--- src/hw/rtl/thec_pkg.sv ---
// Shared types, constants and helper functions for the tilde hex escape codec.
// Used by the front, queue, back and top level modules. No dependencies.
`timescale 1ns / 1ps

package thec_pkg;

  localparam logic [7:0] TildeChar  = 8'h7e;
  localparam logic [7:0] PrintLow   = 8'h20;
  localparam logic [7:0] PrintHigh  = 8'h7d;

  localparam int QDepth = 4;
  localparam int QAw    = $clog2(QDepth);
  localparam int QCw    = $clog2(QDepth + 1);

  localparam logic [QAw-1:0] QPtrLast = QAw'(QDepth - 1);
  localparam logic [QCw-1:0] QFull    = QCw'(QDepth);

  // Register map: byte address bit 2 selects the register index.
  localparam logic RegDecodeMode = 1'b0;

  // Beat codes within an escaped triple.
  localparam logic [1:0] BeatTilde = 2'd0;
  localparam logic [1:0] BeatHigh  = 2'd1;
  localparam logic [1:0] BeatLow   = 2'd2;

  // One queued job: either a single result or an encode escape triple.
  typedef struct packed {
    logic       esc;
    logic [7:0] data;
    logic       last;
    logic       bad;
  } job_t;

  typedef struct packed {
    logic           not_empty;
    logic           full;
    logic [QCw-1:0] count;
    job_t           head;
  } q_status_t;

  typedef struct packed {
    logic       ok;
    logic [3:0] value;
  } hex_digit_t;

  function automatic hex_digit_t hex_value(input logic [7:0] c);
    hex_digit_t r;
    r.ok    = 1'b1;
    r.value = 4'd0;
    if (c >= 8'h30 && c <= 8'h39) begin
      r.value = 4'(c - 8'h30);
    end else if (c >= 8'h41 && c <= 8'h46) begin
      r.value = 4'(c - 8'h41 + 8'd10);
    end else if (c >= 8'h61 && c <= 8'h66) begin
      r.value = 4'(c - 8'h61 + 8'd10);
    end else begin
      r.ok = 1'b0;
    end
    return r;
  endfunction

  function automatic logic [7:0] hex_char(input logic [3:0] v);
    logic [7:0] r;
    if (v < 4'd10) begin
      r = 8'h30 + {4'd0, v};
    end else begin
      r = 8'h61 + {4'd0, v} - 8'd10;
    end
    return r;
  endfunction

endpackage

--- src/hw/rtl/thec_front.sv ---
// Front end of the codec: accepts input beats, runs the decode escape state
// and classifies each byte that gives a result into a queued job. Depends on thec_pkg.
`timescale 1ns / 1ps

module thec_front import thec_pkg::*; (
  input  logic       clk,
  input  logic       rst,
  input  logic       decode_mode,
  input  logic       clear,
  input  logic       accept,
  input  logic [7:0] in_byte,
  input  logic       in_last,
  output logic       push,
  output job_t       job
);

  localparam logic [1:0] PhIdle   = 2'd0;
  localparam logic [1:0] PhFirst  = 2'd1;
  localparam logic [1:0] PhSecond = 2'd2;
  localparam logic [1:0] PhSwallow = 2'd3;

  logic [1:0] phase, phase_next;
  logic [3:0] high_nibble, high_nibble_next;
  hex_digit_t digit;
  logic       want;

  assign digit = hex_value(in_byte);

  always_comb begin
    phase_next       = phase;
    high_nibble_next = high_nibble;
    want             = 1'b0;
    job.esc          = 1'b0;
    job.data         = in_byte;
    job.last         = in_last;
    job.bad          = 1'b0;
    if (!decode_mode) begin
      want    = 1'b1;
      job.esc = !(in_byte >= PrintLow && in_byte <= PrintHigh);
    end else begin
      case (phase)
        PhIdle: begin
          if (in_byte == TildeChar) begin
            if (in_last) begin
              want     = 1'b1;
              job.data = 8'd0;
              job.last = 1'b1;
              job.bad  = 1'b1;
            end else begin
              phase_next = PhFirst;
            end
          end else begin
            want = 1'b1;
          end
        end
        PhFirst: begin
          if (!digit.ok || in_last) begin
            want       = 1'b1;
            job.data   = 8'd0;
            job.last   = 1'b1;
            job.bad    = 1'b1;
            phase_next = in_last ? PhIdle : PhSwallow;
          end else begin
            high_nibble_next = digit.value;
            phase_next       = PhSecond;
          end
        end
        PhSecond: begin
          want = 1'b1;
          if (!digit.ok) begin
            job.data   = 8'd0;
            job.last   = 1'b1;
            job.bad    = 1'b1;
            phase_next = in_last ? PhIdle : PhSwallow;
          end else begin
            job.data   = {high_nibble, digit.value};
            phase_next = PhIdle;
          end
        end
        default: begin
          if (in_last) begin
            phase_next = PhIdle;
          end
        end
      endcase
    end
  end

  assign push = accept && want;

  always_ff @(posedge clk) begin
    if (rst || clear) begin
      phase       <= PhIdle;
      high_nibble <= 4'd0;
    end else if (accept) begin
      phase       <= phase_next;
      high_nibble <= high_nibble_next;
    end
  end

endmodule

--- src/hw/rtl/thec_queue.sv ---
// Short job queue between the front and back of the codec.
// Depends on thec_pkg for the job type and depth constants.
`timescale 1ns / 1ps

module thec_queue import thec_pkg::*; (
  input  logic      clk,
  input  logic      rst,
  input  logic      push,
  input  job_t      push_job,
  input  logic      pop,
  output q_status_t status
);

  job_t           slots [QDepth];
  logic [QAw-1:0] wr_ptr, rd_ptr;
  logic [QCw-1:0] count;

  assign status.not_empty = (count != '0);
  assign status.full      = (count == QFull);
  assign status.count     = count;
  assign status.head      = slots[rd_ptr];

  always_ff @(posedge clk) begin
    if (push) begin
      slots[wr_ptr] <= push_job;
    end
  end

  always_ff @(posedge clk) begin
    if (rst) begin
      wr_ptr <= '0;
      rd_ptr <= '0;
      count  <= '0;
    end else begin
      if (push) begin
        wr_ptr <= (wr_ptr == QPtrLast) ? '0 : wr_ptr + 1'b1;
      end
      if (pop) begin
        rd_ptr <= (rd_ptr == QPtrLast) ? '0 : rd_ptr + 1'b1;
      end
      case ({push, pop})
        2'b10:   count <= count + 1'b1;
        2'b01:   count <= count - 1'b1;
        default: count <= count;
      endcase
    end
  end

endmodule

--- src/hw/rtl/thec_back.sv ---
// Back end of the codec: expands queued jobs into result beats, one per
// cycle unless the output stalls, into the output register. Depends on thec_pkg.
`timescale 1ns / 1ps

module thec_back import thec_pkg::*; (
  input  logic       clk,
  input  logic       rst,
  input  q_status_t  q_status,
  output logic       pop,
  output logic       out_valid,
  input  logic       out_stall,
  output logic [7:0] out_byte,
  output logic       out_last,
  output logic       bad_escape
);

  logic [1:0] beat;
  logic       load;
  logic       final_beat;
  logic [7:0] beat_byte;
  logic       beat_last;
  job_t       head;

  assign head = q_status.head;
  assign load = !out_valid || !out_stall;
  assign final_beat = !head.esc || (beat == BeatLow);
  assign pop = load && q_status.not_empty && final_beat;

  always_comb begin
    beat_byte = head.data;
    beat_last = head.last;
    if (head.esc) begin
      case (beat)
        BeatTilde: begin
          beat_byte = TildeChar;
          beat_last = 1'b0;
        end
        BeatHigh: begin
          beat_byte = hex_char(head.data[7:4]);
          beat_last = 1'b0;
        end
        default: begin
          beat_byte = hex_char(head.data[3:0]);
        end
      endcase
    end
  end

  always_ff @(posedge clk) begin
    if (rst) begin
      out_valid <= 1'b0;
      beat      <= BeatTilde;
    end else if (load) begin
      out_valid <= q_status.not_empty;
      if (q_status.not_empty) begin
        beat <= final_beat ? BeatTilde : beat + 1'b1;
      end
    end
  end

  always_ff @(posedge clk) begin
    if (load && q_status.not_empty) begin
      out_byte   <= beat_byte;
      out_last   <= beat_last;
      bad_escape <= head.bad && !head.esc;
    end
  end

endmodule

--- src/hw/rtl/tilde_hex_escape_codec_top.sv ---
// Top level of the tilde hex escape codec: register port, front, queue, back.
// Depends on thec_pkg, thec_front, thec_queue and thec_back.
`timescale 1ns / 1ps

// Channel   Direction  Handshake             Payload
// input     in         in_valid / in_stall   in_byte[7:0], in_last
// result    out        out_valid / out_stall out_byte[7:0], out_last, bad_escape
// config    APB write  psel/penable/pwrite   paddr[2:0], pwdata[31:0]
//
// An input beat is accepted whenever the job queue has room. Each result
// beat occupies the output register on its own, so a pass-through or decoded
// byte gives one result beat and an escaped byte in encode mode three; the
// output register, one beat per cycle unless stalled, sets the sustained rate.
// Reset (rst, synchronous) empties the queue and output register, selects
// encode mode and clears the escape state. A stalled output holds its beat
// while the front keeps accepting until the four-entry queue fills.

module tilde_hex_escape_codec_top import thec_pkg::*; (
  input  logic        clk,
  input  logic        rst,
  input  logic        in_valid,
  output logic        in_stall,
  input  logic [7:0]  in_byte,
  input  logic        in_last,
  output logic        out_valid,
  input  logic        out_stall,
  output logic [7:0]  out_byte,
  output logic        out_last,
  output logic        bad_escape,
  input  logic        psel,
  input  logic        penable,
  input  logic        pwrite,
  input  logic [2:0]  paddr,
  input  logic [31:0] pwdata,
  output logic [31:0] prdata,
  output logic        pready
);

  logic      decode_mode;
  logic      cfg_write;
  logic      mode_write;
  logic      accept;
  logic      push;
  logic      pop;
  job_t      job;
  q_status_t q_status;

  // The register port never waits. Bit 2 of the byte address picks the
  // register; only index zero exists and the rest read as zero.
  assign pready     = 1'b1;
  assign cfg_write  = psel && penable && pwrite && pready;
  assign mode_write = cfg_write && (paddr[2] == RegDecodeMode);
  assign prdata     = (paddr[2] == RegDecodeMode) ? {31'd0, decode_mode} : 32'd0;

  always_ff @(posedge clk) begin
    if (rst) begin
      decode_mode <= 1'b0;
    end else if (mode_write) begin
      decode_mode <= pwdata[0];
    end
  end

  // The front stalls only when the queue is full; items that cause no
  // result (escape openers, first digits, swallowed bytes) push nothing.
  assign in_stall = q_status.full;
  assign accept   = in_valid && !in_stall;

  thec_front u_front (
    .clk         (clk),
    .rst         (rst),
    .decode_mode (decode_mode),
    .clear       (mode_write),
    .accept      (accept),
    .in_byte     (in_byte),
    .in_last     (in_last),
    .push        (push),
    .job         (job)
  );

  thec_queue u_queue (
    .clk      (clk),
    .rst      (rst),
    .push     (push),
    .push_job (job),
    .pop      (pop),
    .status   (q_status)
  );

  thec_back u_back (
    .clk        (clk),
    .rst        (rst),
    .q_status   (q_status),
    .pop        (pop),
    .out_valid  (out_valid),
    .out_stall  (out_stall),
    .out_byte   (out_byte),
    .out_last   (out_last),
    .bad_escape (bad_escape)
  );

  // An error beat always carries a zero byte and ends the message.
  a_error_beat: assert property (@(posedge clk) disable iff (rst)
    out_valid && bad_escape |-> out_last && (out_byte == 8'd0))
    else $error("error beat without last or with nonzero byte");

  // The queue never pushes while full without a pop and never pops while empty.
  a_queue_bounds: assert property (@(posedge clk) disable iff (rst)
    !(push && q_status.full && !pop) && !(pop && !q_status.not_empty))
    else $error("queue overflow or underflow");

  // A pushed job is visible to the back end in the next cycle.
  a_push_lands: assert property (@(posedge clk) disable iff (rst)
    push |=> q_status.not_empty)
    else $error("pushed job lost");

  // Encode mode never produces an error beat from a job pushed in that mode.
  a_encode_clean: assert property (@(posedge clk) disable iff (rst)
    push && !decode_mode |-> !job.bad)
    else $error("error job in encode mode");

endmodule

--- config.mk ---
export PLATFORM = sky130hd
export DESIGN_NAME = tilde_hex_escape_codec_top
export DESIGN_NICKNAME = d
export VERILOG_FILES = /design/src/hw/rtl/thec_pkg.sv /design/src/hw/rtl/thec_front.sv /design/src/hw/rtl/thec_queue.sv /design/src/hw/rtl/thec_back.sv /design/src/hw/rtl/tilde_hex_escape_codec_top.sv
export SDC_FILE = /design/constraint.sdc
export NUM_CORES = 1
export LEC_CHECK = 0
export BUFFER_PORTS_ARGS = -buffer_cell sky130_fd_sc_hd__buf_2
export CAP_MARGIN = 20
export CORE_MARGIN = 2
export CORE_UTILIZATION = 42
export CTS_BUF_LIST = sky130_fd_sc_hd__clkbuf_2 sky130_fd_sc_hd__clkbuf_4 sky130_fd_sc_hd__clkbuf_8
export DETAILED_ROUTE_END_ITERATION = 10
export PLACE_DENSITY_LB_ADDON = 0.25
export SYNTH_ARGS = -nofsm -noshare
export SYNTH_HDL_FRONTEND = slang
export SYNTH_SLANG_ARGS = --single-unit
--- constraint.sdc ---
create_clock -name clk -period 8.9 [get_ports clk]
set_input_delay 0.89 -clock clk [delete_from_list [all_inputs] [get_ports clk]]
set_output_delay 0.89 -clock clk [all_outputs]
set_load 0.02 [all_outputs]
### Word level (Yosys, flattened, before mapping)

Memory sizes are Yosys's and may differ from the RTL's. A register that Yosys moved wholly into a read port is not among the register bits.
Index checks and enable logic that the tools add are counted.
W data, S select, Z words.

* register bits after elaboration: 27
* latch bits: 0
* memory bits (writable): 44
* bits in read-only memories: 0
* input port bits: 51
* output and inout bits: 45
* logic and storage cells: 124
* memories: 1

* $add $sub $neg: 16
* multiply operators: 0
* divide/modulo/power cells: 0
* magnitude comparators: 10
* equal/unequal tests: 12
* shift-type cells: 0
* mux-type cells: 41
* bitwise gates (word level): 2
* reduce and logical (&&, ||, !) cells: 31

Memory list
* u_queue.slots: words 4, bits a word 11, read ports 1, clocked after Yosys merged registers in 1, write ports 1, line thec_queue.sv:14 `job_t slots [QDepth];`

Operator list (number)
* $mux W10: 4
* $mux W8: 4
* $pmux W10 S3: 1
* $le A8 B7 Y1 const B: 3
* $mux W2: 12
* $add A7 B4 Y8 const A: 2
* $ge A8 B6 Y1 const B: 2
* $ge A8 B7 Y1 const B: 2
* $pmux W8 S2: 1
* $sub A8 B4 Y8 const B: 2
* $add A6 B4 Y7 const A: 2
* $mux W1: 13
* $logic_and A1 B1 Y1: 12
* $mux W4: 3
* $sub A4 B1 Y4 const B: 3
* $eq A2 B2 Y1 const B: 5
* $add A4 B4 Y4 const B: 2
* $eq A8 B7 Y1 const B: 1
* $le A8 B6 Y1 const B: 1
* $lt A4 B4 Y1 const B: 2
* $add A2 B1 Y2 const B: 3
* $eq A2 B1 Y1 const B: 3
* $logic_not A1 Y1: 6
* $pmux W2 S3: 1
* other kinds (17): 22

### Depth between registers and ports, before layout

* depth after elaboration: 13
* mapped depth: 13
* mapped depth without buffers: 13

### By module

From an unflattened synthesis, not the netlist that was laid out.

* cells, all modules: 324
* area, all modules: 3831.2 sq um

Modules (own cells, without submodules)
* thec_queue: times used 1, cells each 105, area an instance 2038.2 sq um, seq. area each 1501.4 sq um
* thec_back: times used 1, cells each 82, area an instance 755.7 sq um, seq. area each 360.3 sq um
* thec_front: times used 1, cells each 96, area an instance 721.9 sq um, seq. area each 120.1 sq um
* tilde_hex_escape_codec_top: times used 1, cells each 41, area an instance 315.3 sq um, seq. area each 20.0 sq um

### Least setup slack after synthesis

Ideal clock, no wire load.

* kind: input to register
* start point: input in_byte[0]
* end point: register u_queue.count[2]
* library setup time: 71 ps
* data arrival time: 3503 ps
* required time: 8829 ps
* slack: 5326 ps
* stages on the path: 13
* path buffers: 0
* path through: inv_1 -> ha_1 -> o21bai_1 -> a2111o_1 -> a21o_1 -> a311o_1 -> inv_2 -> ha_1 -> inv_1 -> fa_1 -> xor2_1 -> or3_1 -> a21oi_1

* cells in the longest elaborated chain, start to end: 13
* elaborated cells on any way between the ends: 24
* classes of those cells: 6 x order compare; 3 x eq/ne; 8 x mux; 7 x reduce/logical

Ends and longest elaborated chain
* start: declaration: line tilde_hex_escape_codec_top.sv:23 `input logic [7:0] in_byte,`
* $ge A8 B7 Y1 or $le A8 B7 Y1 (tied branches): line thec_pkg.sv:54 `end else if (c >= 8'h61 && c <= 8'h66) begin`
* $logic_and A1 B1 Y1: line thec_pkg.sv:54
* $mux W1: line thec_pkg.sv:54
* $mux W1: line thec_pkg.sv:52 `end else if (c >= 8'h41 && c <= 8'h46) begin`
* $mux W1: line thec_pkg.sv:50 `if (c >= 8'h30 && c <= 8'h39) begin`
* $logic_not A1 Y1: line thec_front.sv:57 `if (!digit.ok || in_last) begin`
* $logic_or A1 B1 Y1: line thec_front.sv:57
* $mux W1: line thec_front.sv:57
* $pmux W1 S3 *: line thec_front.sv:41 `case (phase)`
* $mux W1 *: line thec_front.sv:37 `if (!decode_mode) begin`
* $logic_and A1 B1 Y1 *: line thec_front.sv:89 `assign push = accept && want;`
* $eq A2 B1 Y1 or $eq A2 B2 Y1 (tied branches): line thec_queue.sv:41 `case ({push, pop})`
* $pmux W3 S2 or $reduce_bool A2 Y1 (tied branches)
* end signal: assignment: line thec_queue.sv:42 `2'b10: count <= count + 1'b1;`
* end signal: assignment: line thec_queue.sv:43 `2'b01: count <= count - 1'b1;`
* end signal: assignment: line thec_queue.sv:44 `default: count <= count;`
* end: declaration: line thec_queue.sv:16 `logic [QCw-1:0] count;`

Every way passes the cells marked *; elsewhere a longest branch is shown, timed or not.
A chain may end at the register's enable or synchronous reset.

### Final worst setup path

Same ends and word-level chain as after synthesis.

==> metrics.yaml <==
yosys:
  ys_ff_latch: 73
  synth.avg_cell_area_um2: 11.8
  yosysTopAreaCell: "edfxtp_1"
  async_flop_share: 0
  synth.most_common_cell: "edfxtp_1"
  ys_top_cells_by_count: "edfxtp_1, buf_4, nor2_1"
  synth_top_area_frac: 0.411
  yosys_most_used_dff: "edfxtp_1"
  synth-edff-count: 54
  synth.distinct_cells: 62
  yosys-top-cells-area: "edfxtp_1, dfxtp_1, ha_1, mux4_2, buf_4"
  yosysSeqAreaShare: 0.508
  yosysWarnings: 0
  syn_inst: 334
  netlist_area_mm2: 0.00394
hold_path:
  min-delay-start: "u_back.out_valid"
  hold_depth: 2
  hold_path.class: "register to register"
setup_path:
  critPathMaxFanout: 9
  critPathLaunch: "in_byte[0]"
  cp-end-kind: "register"
  crit_arrival_ps: 4010
  cp-start-kind: "primary input"
  cpPeakStageDelay_ps: 560
  path_cells: "buf_2 -> inv_1 -> ha_1 -> o21bai_1 -> a2111o_1 -> a21o_1 -> a311o_1 -> inv_2 -> ha_1 -> inv_1 -> fa_1 -> xor2_1 -> or3_1 -> a21oi_1"
  critPathKind: "primary input to register"
  worst_path_max_delay_cell: "a2111o_1"
  required_ps: 9180
  reg2reg_depth: 8
sta:
  fmaxAchievable_mhz: 268
  setup_tns_ps: 0
  tightestPinTransition_ps: 741
  final_max_slew_viol_count: 0
  period_needed_ps: 3730
  max_slew_margin: 0.505
  final.period_utilization: 0.419
  rsz0062_at_grt: "false"
  setup_viol: 0
  fin_skew_ps: 10.1
  finalHoldViolations: 0
  setup_ws_ps: 5170
status:
  outcome: "finished clean"
die:
  fp.coreArea_mm2: 0.00920
  die_x_um: 101
  dieArea_mm2: 0.0102
  std_cell_rows: 35
  num_io_pins: 96
  start_util: 0.429
  die_y_um: 101
clock_network:
  cts_tree: "yes"
  clkSinkCount: 73
  root_buffer: "clkbuf_8"
  cts_resized: 0
  holdBufCountCts: 0
  path_clk_slew_ps: 80
  post-cts-setup-buffers: 0
  cts_buffers: 9
  clockBufferDepth: 2
  h-tree-depth: 3
  clkLatencyLatePin_ps: 350
placement:
  port-buffer-count: 30
  post-place-ws_ps: 4860
  finalWeightedCongestion: 0.828
  dpl.hpwl_mm: 4.89
layout:
  num_antenna_cells: 0
  syn2layout_area_growth_pct: 9.42
  layout.nets: 438
  fillerInstances: 871
  fin_util: 0.469
  drive_gt1_frac: 0.189
route:
  vias_per_cell: 5.12
  via_count: 2469
  drc: 0
  drt-total-wl_mm: 6.74
  drt_iter0_markers: 118
  avgRoutedWirePerCell_um: 14.0
  firstDrtPassIters: 4
  final_antenna_net_count: 0
power:
  p_leak_nw: 1.64
  power_mw: 1.23
  ir_drop_v: 0.000127
  p_per_area_mw_per_mm2: 286
global_routing:
  grt_pass1_vias: 2332
  grt_usage: 0.142
  use_met1: 0.173
  use_met2: 0.243
  grt-ovfl-total: 0
  antenna_found_initial: 0
  gr-usage-met3: 0.0381
  busiest_layer: "met2"
  grt_max_degree: 19
  grt_pass1_wl_mm: 11.1
job:
  max_cap_viol_count: 0
-- registers in the layout, indices dropped and copies added (netlist names), named ones only --
name,cells
u_back.out_byte,8
u_queue.count,3
u_back.out_valid,1
u_back.beat,2
decode_mode,1
u_back.out_last,1
u_queue.rd_ptr,2
u_queue.wr_ptr,2
u_front.phase,2
u_back.bad_escape,1
u_front.high_nibble,4
u_queue.slots,44
-- per-layer routing --
| metal | vias up | wire [µm] |
|---|---|---|
| li1 | 1231 | - |
| met3 | 13 | 299 |
| met5 | - | 0 |
| met1 | 1163 | 2930 |
| met4 | 0 | 127 |
| met2 | 62 | 3380 |
-- worst paths after layout --
check                                         to  slack (ps)
worst max-delay path            u_queue.count[2]        5170
worst min-delay path            u_back.out_valid         470
worst max register to register  u_queue.count[2]        5570
worst min register to register  u_back.out_valid         470
-- stage by stage --
step           cells  hold slack [ps]  instance area, µm²
2_1_floorplan    364              450                4060
3_3_place_gp     465              451                4070
3_5_place_dp     466              465                4080
4_1_cts          482              475                4320
5_1_grt          482              513                4320
6_report         482              473                4320
-- cells in the final DEF, fill, tap and decap left out, types with 7 or more instances in the layout --
master,count
inv_1,20
nor2_1,22
ha_1,20
mux2i_1,7
buf_2,30
edfxtp_1,54
a21oi_1,16
o21ai_0,13
clkbuf_8,9
mux4_2,11
nand2_1,12
conb_1,32
nor3_1,10
nor2b_1,7
dfxtp_1,19
-- final cells by class --
class                   count  area (µm²)  share of cell area
well taps                 111         139              0.0322
flip-flops and latches     73        2000               0.464
inverters                  21        78.8              0.0183
multi-input cells         229        1690               0.392
clock inverters             7         116              0.0270
clock buffers               9         124              0.0287
repair buffers             32         165              0.0383
-- where the power goes --
part	switching, mW	leakage [nW]	total (mW)	internal [mW]
sequential	0.0406	0.660	0.505	0.465
clock	0.124	0.122	0.310	0.187
combinational	0.244	0.862	0.418	0.174
-- cell families after synthesis --
kind of cell,Yosys count,synth area share
AOI/OAI and AO/OA,66,0.118
xor gates and xnor gates,5,0.0111
adders and majority gates,21,0.0685
buffers and inverters,62,0.0923
DFF,73,0.508
muxes,20,0.0863
other,2,0.00190
and+or+nand+nor,85,0.115
-- worst max-delay path, delay by kind of cell --
family | cells | cell delay (ps)
adders and majority gates | 3 | 780
and+or+nand+nor | 1 | 300
xor gates and xnor gates | 1 | 160
AOI/OAI and AO/OA | 5 | 1390
buffers and inverters | 4 | 470
Note: power is estimated with default switching activity, not from simulation.
